--- config.mk ---
export PLATFORM = sky130hd
export DESIGN_NAME = iq_demodulator_dc_agc
export DESIGN_NICKNAME = d
export VERILOG_FILES = /design/src/iqd_pkg.sv /design/src/iqd_sqrt_serial.sv /design/src/iqd_div_serial.sv /design/src/iq_demodulator_dc_agc.sv
export SDC_FILE = /design/constraint.sdc
export NUM_CORES = 2
export LEC_CHECK = 0
export ABC_AREA = 0
export BUFFER_PORTS_ARGS = -buffer_cell sky130_fd_sc_hd__buf_2
export CELL_PAD_IN_SITES_DETAIL_PLACEMENT = 0
export CELL_PAD_IN_SITES_GLOBAL_PLACEMENT = 2
export CORE_UTILIZATION = 41
export CTS_CLUSTER_DIAMETER = 60
export DETAILED_ROUTE_END_ITERATION = 6
export GPL_TIMING_DRIVEN = 1
export PLACE_DENSITY = 0.87
export SLEW_MARGIN = 20
export SYNTH_ARGS = -nofsm -noshare
export SYNTH_HDL_FRONTEND = slang
export SYNTH_HIERARCHICAL = 1
export SYNTH_SLANG_ARGS = --single-unit
--- constraint.sdc ---
create_clock -name clk -period 8 [get_ports clk]
set_clock_uncertainty 0.1 [all_clocks]
set_input_delay 1.6 -clock clk [delete_from_list [all_inputs] [get_ports clk]]
set_output_delay 1.6 -clock clk [all_outputs]
set_load 0.05 [all_outputs]
--- src/iqd_pkg.sv ---
package iqd_pkg;

    // Fixed field and state widths
    localparam int CNT_W       = 16;
    localparam int SUM_W       = 32;
    localparam int GAIN_W      = 16;
    localparam int GAIN_FRAC   = 10;
    localparam int CFG_DATA_W  = 2;
    localparam int CFG_INDEX_W = 1;

    // Gain ceiling: 50.0 in Q6.10
    localparam logic [GAIN_W-1:0] GAIN_MAX = 16'd51200;

    // Configuration register indexes
    localparam logic [CFG_INDEX_W-1:0] REG_DEMOD_MODE = 1'b0;
    localparam logic [CFG_INDEX_W-1:0] REG_AGC_ENABLE = 1'b1;

    typedef enum logic [1:0] {
        MODE_AM    = 2'd0,
        MODE_UPPER = 2'd1,
        MODE_LOWER = 2'd2,
        MODE_CW    = 2'd3
    } demod_mode_t;

    typedef enum logic [2:0] {
        ST_IDLE,
        ST_MUL,
        ST_ROOT,
        ST_AUDIO,
        ST_RESULT,
        ST_AVG,
        ST_GAIN
    } iqd_state_t;

endpackage

--- src/iqd_sqrt_serial.sv ---
module iqd_sqrt_serial #(
    parameter int RT_W = 16
) (
    input  logic              clk,
    input  logic              rst_n,
    input  logic              start,
    input  logic [2*RT_W-1:0] radicand,
    output logic              done,
    output logic [RT_W-1:0]   root
);

    localparam int REM_W  = RT_W + 3;
    localparam int STEP_W = $clog2(RT_W + 1);

    logic [2*RT_W-1:0] rad_reg;
    logic [REM_W-1:0]  rem_reg;
    logic [RT_W-1:0]   root_reg;
    logic [STEP_W-1:0] cnt_reg;
    logic              busy_reg;
    logic              done_reg;

    logic [REM_W-1:0]  rem_shift;
    logic [REM_W-1:0]  trial;
    logic              fits;

    // One root bit per cycle: bring down two radicand bits, try 4*root+1
    always_comb
    begin
        rem_shift = {rem_reg[REM_W-3:0], rad_reg[2*RT_W-1 -: 2]};
        trial     = {1'b0, root_reg, 2'b01};
        fits      = (rem_shift >= trial);
    end

    // Control
    always_ff @(posedge clk or negedge rst_n)
    begin
        if (!rst_n)
        begin
            busy_reg <= 1'b0;
            done_reg <= 1'b0;
            cnt_reg  <= '0;
        end
        else
        begin
            done_reg <= 1'b0;
            if (start)
            begin
                busy_reg <= 1'b1;
                cnt_reg  <= STEP_W'(RT_W);
            end
            else if (busy_reg)
            begin
                cnt_reg <= cnt_reg - STEP_W'(1);
                if (cnt_reg == STEP_W'(1))
                begin
                    busy_reg <= 1'b0;
                    done_reg <= 1'b1;
                end
            end
        end
    end

    // Datapath
    always_ff @(posedge clk)
    begin
        if (start)
        begin
            rad_reg  <= radicand;
            rem_reg  <= '0;
            root_reg <= '0;
        end
        else if (busy_reg)
        begin
            rad_reg  <= rad_reg << 2;
            rem_reg  <= fits ? (rem_shift - trial) : rem_shift;
            root_reg <= {root_reg[RT_W-2:0], fits};
        end
    end

    assign done = done_reg;
    assign root = root_reg;

endmodule

--- src/iqd_div_serial.sv ---
module iqd_div_serial #(
    parameter int DIVD_W = 32,
    parameter int DIVR_W = 16
) (
    input  logic              clk,
    input  logic              rst_n,
    input  logic              start,
    input  logic [DIVD_W-1:0] dividend,
    input  logic [DIVR_W-1:0] divisor,
    output logic              done,
    output logic [DIVD_W-1:0] quotient
);

    localparam int STEP_W = $clog2(DIVD_W + 1);

    logic [DIVD_W-1:0] quo_reg;
    logic [DIVR_W-1:0] rem_reg;
    logic [DIVR_W-1:0] div_reg;
    logic [STEP_W-1:0] cnt_reg;
    logic              busy_reg;
    logic              done_reg;

    logic [DIVR_W:0]   trial;
    logic [DIVR_W:0]   diff;
    logic              fits;

    // Restoring step: one quotient bit per cycle, MSB first
    always_comb
    begin
        trial = {rem_reg, quo_reg[DIVD_W-1]};
        diff  = trial - {1'b0, div_reg};
        fits  = (trial >= {1'b0, div_reg});
    end

    // Control
    always_ff @(posedge clk or negedge rst_n)
    begin
        if (!rst_n)
        begin
            busy_reg <= 1'b0;
            done_reg <= 1'b0;
            cnt_reg  <= '0;
        end
        else
        begin
            done_reg <= 1'b0;
            if (start)
            begin
                busy_reg <= 1'b1;
                cnt_reg  <= STEP_W'(DIVD_W);
            end
            else if (busy_reg)
            begin
                cnt_reg <= cnt_reg - STEP_W'(1);
                if (cnt_reg == STEP_W'(1))
                begin
                    busy_reg <= 1'b0;
                    done_reg <= 1'b1;
                end
            end
        end
    end

    // Datapath
    always_ff @(posedge clk)
    begin
        if (start)
        begin
            quo_reg <= dividend;
            rem_reg <= '0;
            div_reg <= divisor;
        end
        else if (busy_reg)
        begin
            rem_reg <= fits ? diff[DIVR_W-1:0] : trial[DIVR_W-1:0];
            quo_reg <= {quo_reg[DIVD_W-2:0], fits};
        end
    end

    assign done     = done_reg;
    assign quotient = quo_reg;

endmodule

--- src/iq_demodulator_dc_agc.sv ---
// AM envelope demodulator with block-wise DC removal and AGC gain estimate.
// Input channel: i_sample, q_sample (offset binary), block_last; a transfer
// happens on a clock edge with in_valid high and in_stall low.
// Output channel: audio_sample, agc_gain (Q6.10), narrow_filter_request,
// block_end; one result per input, transferred with out_valid high and
// out_stall low. An output register holds the result, so the next input is
// taken while a result still waits for the receiver.
// Items are processed one at a time. An AM item runs the shift-add
// square/slope multiply and then the bit-serial square root; USB/LSB/CW
// items skip both. A block's last item adds the average division and,
// with AGC on and a nonzero peak, the gain division, both on one shared
// bit-serial divider.
// A stalled receiver holds the result; the core waits on a finished result
// until the output register frees up, then continues.
// Reset clears the configuration, block counters, average, slope, peak and
// gain, and empties the output register.
module iq_demodulator_dc_agc
    import iqd_pkg::*;
#(
    parameter int SAMPLE_WIDTH  = 16,
    parameter int INTERP_LENGTH = 256
) (
    input  logic                    clk,
    input  logic                    rst_n,
    // Configuration write port
    input  logic                    cfg_we,
    input  logic [CFG_INDEX_W-1:0]  cfg_index,
    input  logic [CFG_DATA_W-1:0]   cfg_data,
    // Input channel
    input  logic                    in_valid,
    output logic                    in_stall,
    input  logic [SAMPLE_WIDTH-1:0] i_sample,
    input  logic [SAMPLE_WIDTH-1:0] q_sample,
    input  logic                    block_last,
    // Output channel
    output logic                    out_valid,
    input  logic                    out_stall,
    output logic [SAMPLE_WIDTH-1:0] audio_sample,
    output logic [GAIN_W-1:0]       agc_gain,
    output logic                    narrow_filter_request,
    output logic                    block_end
);

    // INTERP_LENGTH must be a power of two, not checked here; the DC term divides by a shift
    localparam int SW        = SAMPLE_WIDTH;
    localparam int LEN_LOG2  = $clog2(INTERP_LENGTH);
    localparam int MUL_STEPS = (SW > CNT_W) ? SW : CNT_W;
    localparam int STEP_W    = $clog2(MUL_STEPS + 1);
    localparam int AVG_W     = (SW + 1 > SUM_W - CNT_W + 1) ? SW + 1 : SUM_W - CNT_W + 1;
    localparam int SLP_W     = AVG_W + 1;
    localparam int PROD_W    = SLP_W + CNT_W;
    localparam int NUM_W     = ((SW + LEN_LOG2 + 3 > PROD_W) ? SW + LEN_LOG2 + 3 : PROD_W) + 2;
    localparam int DIVD_W    = (SUM_W > SW + GAIN_FRAC) ? SUM_W : SW + GAIN_FRAC;
    localparam int DIVR_W    = (SW > CNT_W) ? SW : CNT_W;

    localparam logic [SW-1:0]     OFS      = {1'b1, {(SW-1){1'b0}}};
    localparam logic [SW-1:0]     FULL_MAX = '1;
    localparam logic [DIVD_W-1:0] GAIN_NUM = DIVD_W'(1) << (SW - 1 + GAIN_FRAC);

    // State and configuration
    iqd_state_t        state_reg, state_next;
    demod_mode_t       mode_reg;
    logic              agc_en_reg;

    // Block state
    logic [CNT_W-1:0]  count_reg;
    logic [SUM_W-1:0]  sum_reg;
    logic [AVG_W-1:0]  prev_reg;
    logic [SLP_W-1:0]  slope_reg;
    logic [SW-1:0]     peak_reg;
    logic [GAIN_W-1:0] gain_reg;

    // Shift-add multipliers
    logic [2*SW-1:0]   mcand_i_reg, mcand_q_reg;
    logic [SW-1:0]     mpl_i_reg, mpl_q_reg;
    logic [2*SW-1:0]   sq_i_reg, sq_q_reg;
    logic [PROD_W-1:0] prod_mcand_reg;
    logic [CNT_W-1:0]  prod_mpl_reg;
    logic [PROD_W-1:0] prod_reg;
    logic [STEP_W-1:0] step_reg;

    // Item datapath
    logic [NUM_W-1:0]  x_reg;
    logic [SW-1:0]     audio_calc_reg;
    logic              last_reg;

    // Output register
    logic              out_valid_reg;
    logic [SW-1:0]     audio_out_reg;
    logic [GAIN_W-1:0] gain_out_reg;
    logic              narrow_reg;
    logic              block_end_reg;

    // Control strobes
    logic              in_xfer;
    logic              out_free;
    logic              in_stall_int;
    logic              mul_step;
    logic              root_start;
    logic              out_load;
    logic              div_start;
    logic              block_close;
    logic              gain_needed;

    // Serial units
    logic              root_done;
    logic [SW-1:0]     root_val;
    logic              div_done;
    logic [DIVD_W-1:0] div_quo;
    logic [DIVD_W-1:0] div_dividend;
    logic [DIVR_W-1:0] div_divisor;

    // Sample-side combinational values
    logic [SW:0]       di, dq;
    logic [SW:0]       di_mag, dq_mag;
    logic [SW-1:0]     di_abs, dq_abs;
    logic [CNT_W-1:0]  count_inc;
    logic [NUM_W-1:0]  num;
    logic [SW-1:0]     audio_am;
    logic [SUM_W:0]    sum_add;
    logic [AVG_W-1:0]  avg;

    assign in_xfer     = in_valid && !in_stall_int;
    assign out_free    = !out_valid_reg || !out_stall;
    assign gain_needed = agc_en_reg && (peak_reg != '0);

    // Centering, magnitude of I/Q, saturating count
    always_comb
    begin
        di        = {1'b0, i_sample} - {1'b0, OFS};
        dq        = {1'b0, q_sample} - {1'b0, OFS};
        di_mag    = di[SW] ? (~di + 1'b1) : di;
        dq_mag    = dq[SW] ? (~dq + 1'b1) : dq;
        di_abs    = di_mag[SW-1:0];
        dq_abs    = dq_mag[SW-1:0];
        count_inc = (count_reg != '1) ? count_reg + 1'b1 : count_reg;
    end

    // AM audio: OFS + m minus the interpolated half DC level, clamped
    always_comb
    begin
        num = ((NUM_W'(OFS) + NUM_W'(root_val)) << (LEN_LOG2 + 1)) - x_reg;
        if (num[NUM_W-1])
            audio_am = '0;
        else if (num[NUM_W-2:SW+LEN_LOG2+1] != '0)
            audio_am = FULL_MAX;
        else
            audio_am = num[SW+LEN_LOG2:LEN_LOG2+1];
        sum_add = {1'b0, sum_reg} + (SUM_W+1)'(root_val);
        avg     = div_quo[AVG_W-1:0];
    end

    // Next state
    always_comb
    begin
        state_next = state_reg;
        unique case (state_reg)
            ST_IDLE:
            begin
                if (in_valid)
                    state_next = (mode_reg == MODE_AM) ? ST_MUL : ST_RESULT;
            end
            ST_MUL:
            begin
                if (step_reg == STEP_W'(MUL_STEPS))
                    state_next = ST_ROOT;
            end
            ST_ROOT:
            begin
                if (root_done)
                    state_next = ST_AUDIO;
            end
            ST_AUDIO:
            begin
                state_next = ST_RESULT;
            end
            ST_RESULT:
            begin
                if (out_free)
                    state_next = last_reg ? ST_AVG : ST_IDLE;
            end
            ST_AVG:
            begin
                if (div_done)
                    state_next = gain_needed ? ST_GAIN : ST_IDLE;
            end
            ST_GAIN:
            begin
                if (div_done)
                    state_next = ST_IDLE;
            end
            default:
            begin
                state_next = ST_IDLE;
            end
        endcase
    end

    // State outputs
    always_comb
    begin
        in_stall_int = 1'b1;
        mul_step     = 1'b0;
        root_start   = 1'b0;
        out_load     = 1'b0;
        div_start    = 1'b0;
        block_close  = 1'b0;
        unique case (state_reg)
            ST_IDLE:
            begin
                in_stall_int = 1'b0;
            end
            ST_MUL:
            begin
                mul_step   = (step_reg != STEP_W'(MUL_STEPS));
                root_start = (step_reg == STEP_W'(MUL_STEPS));
            end
            ST_RESULT:
            begin
                out_load  = out_free;
                div_start = out_free && last_reg;
            end
            ST_AVG:
            begin
                div_start   = div_done && gain_needed;
                block_close = div_done && !gain_needed;
            end
            ST_GAIN:
            begin
                block_close = div_done;
            end
            default:
            begin
                in_stall_int = 1'b1;
            end
        endcase
    end

    // Divider operands: block average first, then the gain reciprocal
    always_comb
    begin
        if (state_reg == ST_AVG)
        begin
            div_dividend = GAIN_NUM;
            div_divisor  = DIVR_W'(peak_reg);
        end
        else
        begin
            div_dividend = DIVD_W'(sum_reg);
            div_divisor  = DIVR_W'(count_reg);
        end
    end

    // Control state, configuration and block state
    always_ff @(posedge clk or negedge rst_n)
    begin
        if (!rst_n)
        begin
            state_reg     <= ST_IDLE;
            mode_reg      <= MODE_AM;
            agc_en_reg    <= 1'b0;
            count_reg     <= '0;
            sum_reg       <= '0;
            prev_reg      <= '0;
            slope_reg     <= '0;
            peak_reg      <= '0;
            gain_reg      <= '0;
            out_valid_reg <= 1'b0;
        end
        else
        begin
            state_reg <= state_next;

            // Register writes
            if (cfg_we)
            begin
                unique case (cfg_index)
                    REG_DEMOD_MODE: mode_reg   <= demod_mode_t'(cfg_data[1:0]);
                    REG_AGC_ENABLE: agc_en_reg <= cfg_data[0];
                    default:        mode_reg   <= mode_reg;
                endcase
            end

            // Per-sample count and peak
            if (in_xfer)
            begin
                count_reg <= count_inc;
                if (agc_en_reg && (di_abs > peak_reg))
                    peak_reg <= di_abs;
            end

            // Magnitude sum, AM only, saturating
            if (state_reg == ST_AUDIO)
                sum_reg <= sum_add[SUM_W] ? '1 : sum_add[SUM_W-1:0];

            // Output register
            if (out_load)
                out_valid_reg <= 1'b1;
            else if (out_valid_reg && !out_stall)
                out_valid_reg <= 1'b0;

            // Block end: average and slope, then gain
            if ((state_reg == ST_AVG) && div_done)
            begin
                prev_reg  <= avg;
                slope_reg <= SLP_W'(avg) - SLP_W'(prev_reg);
                if (agc_en_reg && (peak_reg == '0))
                    gain_reg <= GAIN_MAX;
            end
            if ((state_reg == ST_GAIN) && div_done)
            begin
                gain_reg <= (div_quo > DIVD_W'(GAIN_MAX)) ? GAIN_MAX : div_quo[GAIN_W-1:0];
            end
            if (block_close)
            begin
                count_reg <= '0;
                sum_reg   <= '0;
                peak_reg  <= '0;
            end
        end
    end

    // Step counter for the multipliers
    always_ff @(posedge clk or negedge rst_n)
    begin
        if (!rst_n)
            step_reg <= '0;
        else if (in_xfer)
            step_reg <= '0;
        else if (mul_step)
            step_reg <= step_reg + 1'b1;
    end

    // Item datapath
    always_ff @(posedge clk)
    begin
        if (in_xfer)
        begin
            mcand_i_reg    <= (2*SW)'(di_abs);
            mcand_q_reg    <= (2*SW)'(dq_abs);
            mpl_i_reg      <= di_abs;
            mpl_q_reg      <= dq_abs;
            sq_i_reg       <= '0;
            sq_q_reg       <= '0;
            prod_mcand_reg <= {{(PROD_W-SLP_W){slope_reg[SLP_W-1]}}, slope_reg};
            prod_mpl_reg   <= count_inc;
            prod_reg       <= '0;
            audio_calc_reg <= i_sample;
            last_reg       <= block_last;
        end
        else if (mul_step)
        begin
            // I^2, Q^2 and slope*k, one multiplier bit per cycle
            if (mpl_i_reg[0])
                sq_i_reg <= sq_i_reg + mcand_i_reg;
            if (mpl_q_reg[0])
                sq_q_reg <= sq_q_reg + mcand_q_reg;
            if (prod_mpl_reg[0])
                prod_reg <= prod_reg + prod_mcand_reg;
            mcand_i_reg    <= mcand_i_reg << 1;
            mcand_q_reg    <= mcand_q_reg << 1;
            prod_mcand_reg <= prod_mcand_reg << 1;
            mpl_i_reg      <= mpl_i_reg >> 1;
            mpl_q_reg      <= mpl_q_reg >> 1;
            prod_mpl_reg   <= prod_mpl_reg >> 1;
        end

        // DC term: L*prev + slope*k
        if (state_reg == ST_ROOT)
            x_reg <= (NUM_W'(prev_reg) << LEN_LOG2)
                     + {{(NUM_W-PROD_W){prod_reg[PROD_W-1]}}, prod_reg};

        if (state_reg == ST_AUDIO)
            audio_calc_reg <= audio_am;

        if (out_load)
        begin
            audio_out_reg <= audio_calc_reg;
            gain_out_reg  <= gain_reg;
            narrow_reg    <= (mode_reg == MODE_CW);
            block_end_reg <= last_reg;
        end
    end

    iqd_sqrt_serial #(
        .RT_W (SW)
    ) u_sqrt (
        .clk      (clk),
        .rst_n    (rst_n),
        .start    (root_start),
        .radicand (sq_i_reg + sq_q_reg),
        .done     (root_done),
        .root     (root_val)
    );

    iqd_div_serial #(
        .DIVD_W (DIVD_W),
        .DIVR_W (DIVR_W)
    ) u_div (
        .clk      (clk),
        .rst_n    (rst_n),
        .start    (div_start),
        .dividend (div_dividend),
        .divisor  (div_divisor),
        .done     (div_done),
        .quotient (div_quo)
    );

    assign in_stall              = in_stall_int;
    assign out_valid             = out_valid_reg;
    assign audio_sample          = audio_out_reg;
    assign agc_gain              = gain_out_reg;
    assign narrow_filter_request = narrow_reg;
    assign block_end             = block_end_reg;

endmodule

==> reports/results.ini <==
[status]
status=finished clean

[synthesis]
synth_warnings=6
yosys.area.top_type=edfxtp_1
synth_top_area_share_pct=23.6
ys_types=102
synth_seq_cells=601
syn_nets=4072
ys.flop_type=edfxtp_1
synth.avg_cell_area_um2=9.46
ys_top_cells_by_count=nand2_1, edfxtp_1, a21oi_1
yosysMostFrequentCell=nand2_1
async_reset_ff_share_pct=23.6
synth-edff-count=280
yosysSeqAreaShare_pct=43.6
syn-cell-area_um2=35700
syn_inst=3771
ys_top_cells_by_area=edfxtp_1, dfxtp_1, dfrtp_1, ha_1, nand2_1

[grt]
antenna_found_initial=2
grt_pass1_wl_mm=148
grt_max_degree=91
grtUsageTotal_pct=20.8
gr-total-overflow=0
grt_pass1_vias=26200

[hold_path]
worstHoldPathType=flip-flop to flip-flop

[sta]
rsz0062_at_grt=no
final_hold_viol_count=0
final.min_clock_period_ns=4.86
slew_violations=0
fin_tns_setup_ns=0
fmaxAchievable_mhz=206
fin_crit_sh_pct=60.7
finalSetupViolations=0
slew_headroom_pct=29.5
setup_ws_ns=3.14
worst_slew_pin_slew_ns=1.05

[floorplanning]
die_area_um2=88200
io_pins=77
die_w_um=297
floorplan.initialDensity_pct=41.6
core_area_um2=85700
die_y_um=297
num_rows=107

[placed_design]
hpwl_mm=67.6
portBuffers=76
dp_cells=4882
dp_slack_ns=2.59
gp_congestion=0.875

[worst_setup_path]
cp.arrival_ns=5.30
path_buf_inv=3
cpMaxStageDelayCell=a31oi_2
start_kind=input pin
path_class=input pin to flip-flop
critical-path-top-delay-family=simple AND/OR/NAND/NOR gates
path_cells=buf_2, nor3_1, nor3b_1, a31oi_1, xnor2_1, inv_1, ha_1, nand4_1, nor2_1, o21ai_0, a31oi_2, buf_4, mux2i_1
crit_path_end_kind=flip-flop
slowest_delay_ns=0.63
worst_ep_required_time_ns=8.44
path_max_fanout=9

[routing]
vias_per_cell=5.46
drt-pass1-iter-count=5
drc=0
num_vias=27400
drtIter0Drc=1781
drt-wirelength-per-cell_um=18.5
ant_nets=0
wirelength_mm=93.1

[clocking]
clockBufferDepth=3
clk_pin_slew_ns=0.07
clock-sinks=601
ctsResizeCount=0
numCtsBuffers=72
cts_tree=yes
cts_setup_buffers=0
cts-hold-fix-buffers=0
clock_latency_ns=0.62
htreeDepth=3
cts_root_buffer=clkbuf_16

[job]
maxCapViolCount=0

[layout]
largest_reg_flops=35
fillers=8237
stdcell_count=5019
layout.nets=4113
syn_to_final_growth_pct=11.6
drive_gt1_share_pct=8.52

[pwr]
total_power_mw=15.1
power_leakage_nw=16.7
power.density_nw_per_um2=380
ir_drop_mv=0.194

-- report_power, final --
part	internal (mW)	total [mW]	leakage (nW)	switching (mW)
combinational	2.46	6.23	9.54	3.77
sequential	4.45	5.34	5.97	0.891
clock	2.14	3.54	1.23	1.41
total	9.05	15.1	16.7	6.07
-- stage by stage --
step                      util (%)  cell area, µm²  hold WS [ns]
after floorplan                  -           35700         0.300
after global placement        43.5           37300         0.301
after detailed placement      43.5           37300         0.305
after CTS                     46.4           39800         0.320
after global routing          46.5           39800         0.323
final                         46.5           39800         0.319
-- logic make-up (layout without fill, tap and decap cells) --
| logic type | Yosys count | after routing | share of synthesized area, % |
|---|---|---|---|
| simple gates | 1219 | 1219 | 15.8 |
| compound gates | 990 | 990 | 18.2 |
| flops | 601 | 601 | 43.6 |
| buf+inv | 346 | 447 | 3.72 |
| fa+ha+maj | 260 | 260 | 9.29 |
| xor+xnor | 233 | 233 | 5.72 |
| mux | 122 | 122 | 3.67 |
| other cells | 0 | 3 | 0 |
-- placed cells by master, fill, tap and decap left out, types with 84 or more instances in the layout --
cell type / instances
a21oi_1: 272
dfrtp_1: 141
dfxtp_1: 179
edfxtp_1: 280
ha_1: 252
inv_1: 197
nand2_1: 493
nand3_1: 89
nor2_1: 269
o21ai_0: 203
xnor2_1: 149
xor2_1: 84
-- worst register-to-register path, stage by stage, from the launching register on --
cell and delay, ns:
dfrtp_1 0.67, nor3_1 0.68, nand2_4 0.53, inv_6 0.63, nor2_2 0.19, inv_4 0.66, buf_4 0.70
-- area by class of cell --
type                            instances  area (µm²)  area share (%)
Clock buffer                           89        1940            4.87
Inverter                              200         758            1.90
Timing Repair Buffer                  113         664            1.67
Multi-Input combinational cell       2824       18900            47.4
Clock inverter                         45         608            1.53
Sequential cell                       601       15500            39.1
Antenna cell                            3        7.51          0.0189
Tap cell                             1144        1430            3.60
-- per-layer routing --
metal	GRT usage (%)	part of all wire, %
met4	5.46	2.3
met5	0	0
met2	31.8	43
met1	30.8	50
met3	2.71	4.3
-- path summary, 6_finish.rpt --
path	slack [ns]	cells after the start	endpoint	start
setup / recovery	3.14	13	peak_reg[3]$_DFFE_PN0P_	i_sample[1]
hold / removal	0.32	0	audio_sample[12]$_DFFE_PP_	audio_calc_reg[12]$_DFFE_PP_
setup reg to reg	3.40	6	prod_mpl_reg[15]$_SDFFCE_PN0P_	state_reg[0]$_DFFE_PN0P_
hold reg to reg	0.32	0	audio_sample[12]$_DFFE_PP_	audio_calc_reg[12]$_DFFE_PP_
max in group asynchronous	5.49	2	u_sqrt/busy_reg$_DFF_PN0_	rst_n
min in group asynchronous	0.94	1	slope_reg[3]$_DFFE_PN0P_	rst_n
Power figures use the tool's default switching activity.
